**src/hdl/assert_macros.svh**
```systemverilog
// Assertion macros shared by the RTL.
`ifndef ASSERT_MACROS_SVH
`define ASSERT_MACROS_SVH
// Implication checked on every clock edge outside reset.
`define ASSERT_IMPL(label, clk, rst_n, ante, cons) \
    label: assert property (@(posedge clk) disable iff (!rst_n) (ante) |-> (cons)) \
        else $error("assertion failed");
// Next-cycle implication checked outside reset.
`define ASSERT_NEXT(label, clk, rst_n, ante, cons) \
    label: assert property (@(posedge clk) disable iff (!rst_n) (ante) |=> (cons)) \
        else $error("assertion failed");
`endif

```
**src/hdl/epdh_pkg.sv**
```systemverilog
// Package of constants and types for the edge point dedup hash core.
package epdh_pkg;
    localparam int MAX_BUCKETS = 1024;
    localparam int MAX_ENTRIES = 4096;
    localparam int VERTEX_BITS = 24;
    localparam int CFG_W       = 11;
    localparam int FRAC_W      = 17;
    localparam int PID_W       = 12;
    localparam int OUT_V_W     = 24;
    localparam int HASH_W      = 32;
    localparam logic [31:0] HASH_MUL_LOW  = 32'd18457;
    localparam logic [31:0] HASH_MUL_HIGH = 32'd234749;
    localparam logic [16:0] FRAC_ONE      = 17'd65536;
    localparam logic [CFG_W-1:0] BUCKETS_RESET = 11'd1024;

    // Remainder unit control handed from the sequencer.
    typedef struct packed {
        logic        start;
        logic [31:0] dividend;
        logic [16:0] divisor;
    } t_div_req;

    typedef struct packed {
        logic        done;
        logic [16:0] rem;
    } t_div_rsp;
endpackage

```
**src/hdl/epdh_rem.sv**
```systemverilog
// Bit-serial unsigned remainder unit, one quotient bit per cycle.
module epdh_rem (
    input  logic               i_clk,
    input  logic               i_rst_n,
    input  epdh_pkg::t_div_req i_req,
    output epdh_pkg::t_div_rsp o_rsp
);
    logic [31:0] r_num;
    logic [17:0] r_rem;
    logic [16:0] r_div;
    logic [5:0]  r_cnt;
    logic        r_busy;
    logic        r_done;
    logic [17:0] w_shift;
    logic [17:0] w_sub;

    assign w_shift = {r_rem[16:0], r_num[31]};
    assign w_sub   = w_shift - {1'b0, r_div};

    always_ff @(posedge i_clk) begin
        if (!i_rst_n) begin
            r_busy <= 1'b0;
            r_done <= 1'b0;
            r_cnt  <= '0;
        end else begin
            r_done <= 1'b0;
            if (i_req.start) begin
                r_busy <= 1'b1;
                r_cnt  <= 6'd32;
            end else if (r_busy) begin
                r_cnt <= r_cnt - 6'd1;
                if (r_cnt == 6'd1) begin
                    r_busy <= 1'b0;
                    r_done <= 1'b1;
                end
            end
        end
    end

    always_ff @(posedge i_clk) begin
        if (i_req.start) begin
            r_num <= i_req.dividend;
            r_div <= i_req.divisor;
            r_rem <= '0;
        end else if (r_busy) begin
            r_num <= {r_num[30:0], 1'b0};
            r_rem <= w_sub[17] ? w_shift : w_sub;
        end
    end

    assign o_rsp.done = r_done;
    assign o_rsp.rem  = r_rem[16:0];
endmodule

```
**config.mk**
```make
export PLATFORM = sky130hd
export DESIGN_NAME = epdh_rem
export DESIGN_NICKNAME = d
export VERILOG_FILES = /design/src/hdl/assert_macros.svh /design/src/hdl/epdh_pkg.sv /design/src/hdl/epdh_rem.sv
export SDC_FILE = /design/constraint.sdc
export NUM_CORES = 1
export LEC_CHECK = 0
export ABC_AREA = 1
export BUFFER_PORTS_ARGS = -buffer_cell sky130_fd_sc_hd__buf_2
export CAP_MARGIN = 20
export CORE_UTILIZATION = 61
export CTS_CLUSTER_SIZE = 8
export DETAILED_ROUTE_END_ITERATION = 16
export GPL_TIMING_DRIVEN = 0
export PLACE_DENSITY = 0.92
export SLEW_MARGIN = 10
export SYNTH_ARGS = -nofsm -noshare
export SYNTH_HDL_FRONTEND = slang
export SYNTH_SLANG_ARGS = --single-unit
export TNS_END_PERCENT = 100
```
**constraint.sdc**
```tcl
create_clock -name i_clk -period 5.5 [get_ports i_clk]
set_clock_uncertainty 0.2 [all_clocks]
set_input_delay 0.55 -clock i_clk [delete_from_list [all_inputs] [get_ports i_clk]]
set_output_delay 0.55 -clock i_clk [all_outputs]
set_load 0.03 [all_outputs]
```
==> flow_summary.yaml <==
run_status:
  status: "complete, no violations"
timing:
  fin_crit_sh: 0.477
  setup_violations: 0
  fin_crit_ns: 2.62
  finalSetupTns_ns: 0
  final_max_slew_viol_count: 0
  rsz0062_at_grt: "no"
  max-slew-margin-rel: 0.434
  tightest_slew_ns: 0.845
  fmaxAchievable_mhz: 381
  finalHoldViolCount: 0
placed_design:
  io_buffer_count: 69
  dpl.hpwl_um: 6940
  place.gp.congestion: 0.973
clock_network:
  cts_sinks: 74
  cts_tree: "yes"
  post_cts_buffers: 0
  cts_resized: 0
  clock_latency_ns: 0.36
  cts_made_buffers: 9
  clockBufferDepth: 2
  ctsHtreeMaxLevel: 3
  holdBufCountCts: 0
  cts_root_buffer: "clkbuf_8"
  path_clk_slew_ns: 0.08
power:
  powerDensity_nw_per_um2: 252
  peakVddDrop_mv: 0.203
  p_leak_nw: 2.69
  power_mw: 1.28
yosys:
  seq_area_frac_synth: 0.453
  synth_top_flop_cell: "edfxtp_1"
  yosys_warnings: 0
  synth.distinct_cells: 37
  synthArstFlopShare: 0
  synth_edf_count: 49
  avgSynthCellArea_sq_um: 7.84
  ys_ff_latch: 74
  synthCells: 556
  post_synth_instance_area_sq_um: 4360
  synth_nets: 628
routing:
  drc_errors: 0
  num_vias: 3741
  vias_per_cell: 5.07
  drt_pre_antenna_iters: 4
  drt_wl_total_um: 9410
  drtIter0Drc: 240
  antenna_left: 0
  wl_per_cell_um: 12.8
setup_path:
  critical_path.most_common_cell: "nand2_1"
  crit_type: "reg -> reg"
  cpMaxStageDelayCell: "fa_1"
  crit_fanout: 3
  timing.rr.end: "r_rem[14]$_SDFFE_PP0P_"
  reg2reg_slack_ns: 2.88
  max_stage_delay_ns: 0.42
  r2r_cells: 13
  required_ns: 5.57
  cp_num_buf_inv: 1
  crit_family: "simple AND/OR/NAND/NOR gates"
  path_cells: "inv_1 -> ha_1 -> fa_1 -> o21ai_0 -> nand2_1 -> o21bai_1 -> nand2_1 -> nand2_1 -> nand2_1 -> nand2_1 -> nand2_2 -> nand3_2 -> nand2_1"
  rr_startpoint: "r_num[31]$_DFFE_PP_"
  arrival_ns: 2.69
  end_kind: "flop"
  startpoint_type: "flop"
min_path:
  min_to: "r_div[16]$_DFFE_PP_"
  min_from: "i_req[16]"
  hold_depth: 1
  hold_class: "in -> reg"
global_routing:
  grt_start_max_net_pins: 33
  antenna_found_initial: 0
  grt_pass1_wl_um: 15700
  track_usage: 0.274
  overflow: 0
  grt_pass1_vias: 3532
final_layout:
  layout_common_cells: "221 x nand2_1, 83 x inv_1, 70 x buf_2, 49 x edfxtp_1, 39 x nand3_1"
  layout_commonest_cell: "nand2_1"
  fin_nets: 709
  drive_gt1_frac: 0.206
  areaGrowthSynthToFinish_pct: 16.3
  diodes: 0
die:
  die_h_um: 86.5
  dieArea_sq_um: 7480
  ios: 70
  fp-row-count: 30
  coreArea_sq_um: 6830
  die_width_um: 86.5
  initial_utilization: 0.638
run:
  drv_cap: 0
state kept, by name, summed over array words and instances (netlist names):
| signal | flops |
|---|---|
| r_div | 17 |
| r_busy | 1 |
| r_rem | 17 |
| r_num | 32 |
| r_done | 1 |
| r_cnt | 6 |
cell usage after synthesis (2+ instances only):
cell type  number  area (sq um)
nand3_2        11           110
nand3b_1        2          15.0
and2_1          2          12.5
nand3_1        39           195
inv_2           4          15.0
nand2_2        17           106
nand4_1         2          12.5
clkbuf_1        7          26.3
a21oi_1        11          55.1
edfxtp_1       49          1470
o21ai_0         5          25.0
nand2_4         4          45.0
nor2_1         20          75.1
xor2_1          5          43.8
inv_1          83           312
buf_4           2          15.0
nor3_1          6          30.0
dfxtp_1        25           500
ha_1           19           238
buf_6           2          22.5
xnor2_1         4          35.0
nand2_1       221           830
o21bai_1        2          15.0
per-stage QoR:
step                      utilization  cells  worst slack, ns  hold slack (ns)  area, sq um
after floorplan                     -    556             3.16            0.256         4360
after global placement          0.706    721             2.31            0.269         4820
after detailed placement        0.706    721             2.22            0.282         4820
after CTS                       0.738    737             2.63            0.143         5040
after global routing            0.742    738             2.70            0.137         5070
final                           0.742    738             2.88            0.155         5070
where the power goes:
part / switching, mW / internal (mW) / leakage (nW)
registers: 0.0141 / 0.638 / 0.698
logic: 0.0974 / 0.0583 / 1.88
clock network: 0.213 / 0.258 / 0.111
total: 0.325 / 0.955 / 2.69
routing by layer:
layer / share of wire / global-route usage / vias up
li1: - / - / 1904
met1: 0.43 / 0.327 / 1692
met2: 0.49 / 0.474 / 124
met3: 0.054 / 0.0686 / 21
met4: 0.022 / 0.111 / 0
met5: 0 / 0 / -
cell families after synthesis:
logic type | count (synthesis) | share of synthesized area
AND/OR/NAND/NOR | 331 | 0.345
buffers and inverters | 101 | 0.0985
flip-flops | 74 | 0.453
AO/OA/AOI/OAI | 21 | 0.0261
adder cells (fa/ha/maj) | 20 | 0.0592
XOR/XNOR | 9 | 0.0181
cell type report:
class                   instances  area [sq um]
fillers                       549          1760
well taps                      96           120
multi-input cells             381          1960
clock buffers                  10           128
inverters                      87           327
repair buffers                 70           373
clock inverters                 6          91.3
plain buffers                  14           103
flip-flops and latches         74          1970
worst max-delay path by stage:
| stage | startpoint | to | slack [ns] | depth (start not counted) |
|---|---|---|---|---|
| 6_report | r_num[31]$_DFFE_PP_ | r_rem[14]$_SDFFE_PP0P_ | 2.88 | 13 |
| 5_1_grt | r_num[31]$_DFFE_PP_ | r_rem[14]$_SDFFE_PP0P_ | 2.70 | 13 |
| 4_1_cts | i_req[49] | r_num[24]$_DFFE_PP_ | 2.63 | 5 |
| 3_5_place_dp | i_req[49] | r_num[7]$_DFFE_PP_ | 2.22 | 5 |
| 3_3_place_gp | i_req[49] | r_num[4]$_DFFE_PP_ | 2.31 | 5 |
| 2_1_floorplan | i_req[49] | r_num[0]$_SDFFCE_PN0P_ | 3.16 | 4 |
Note: power is estimated with default switching activity, not from simulation.
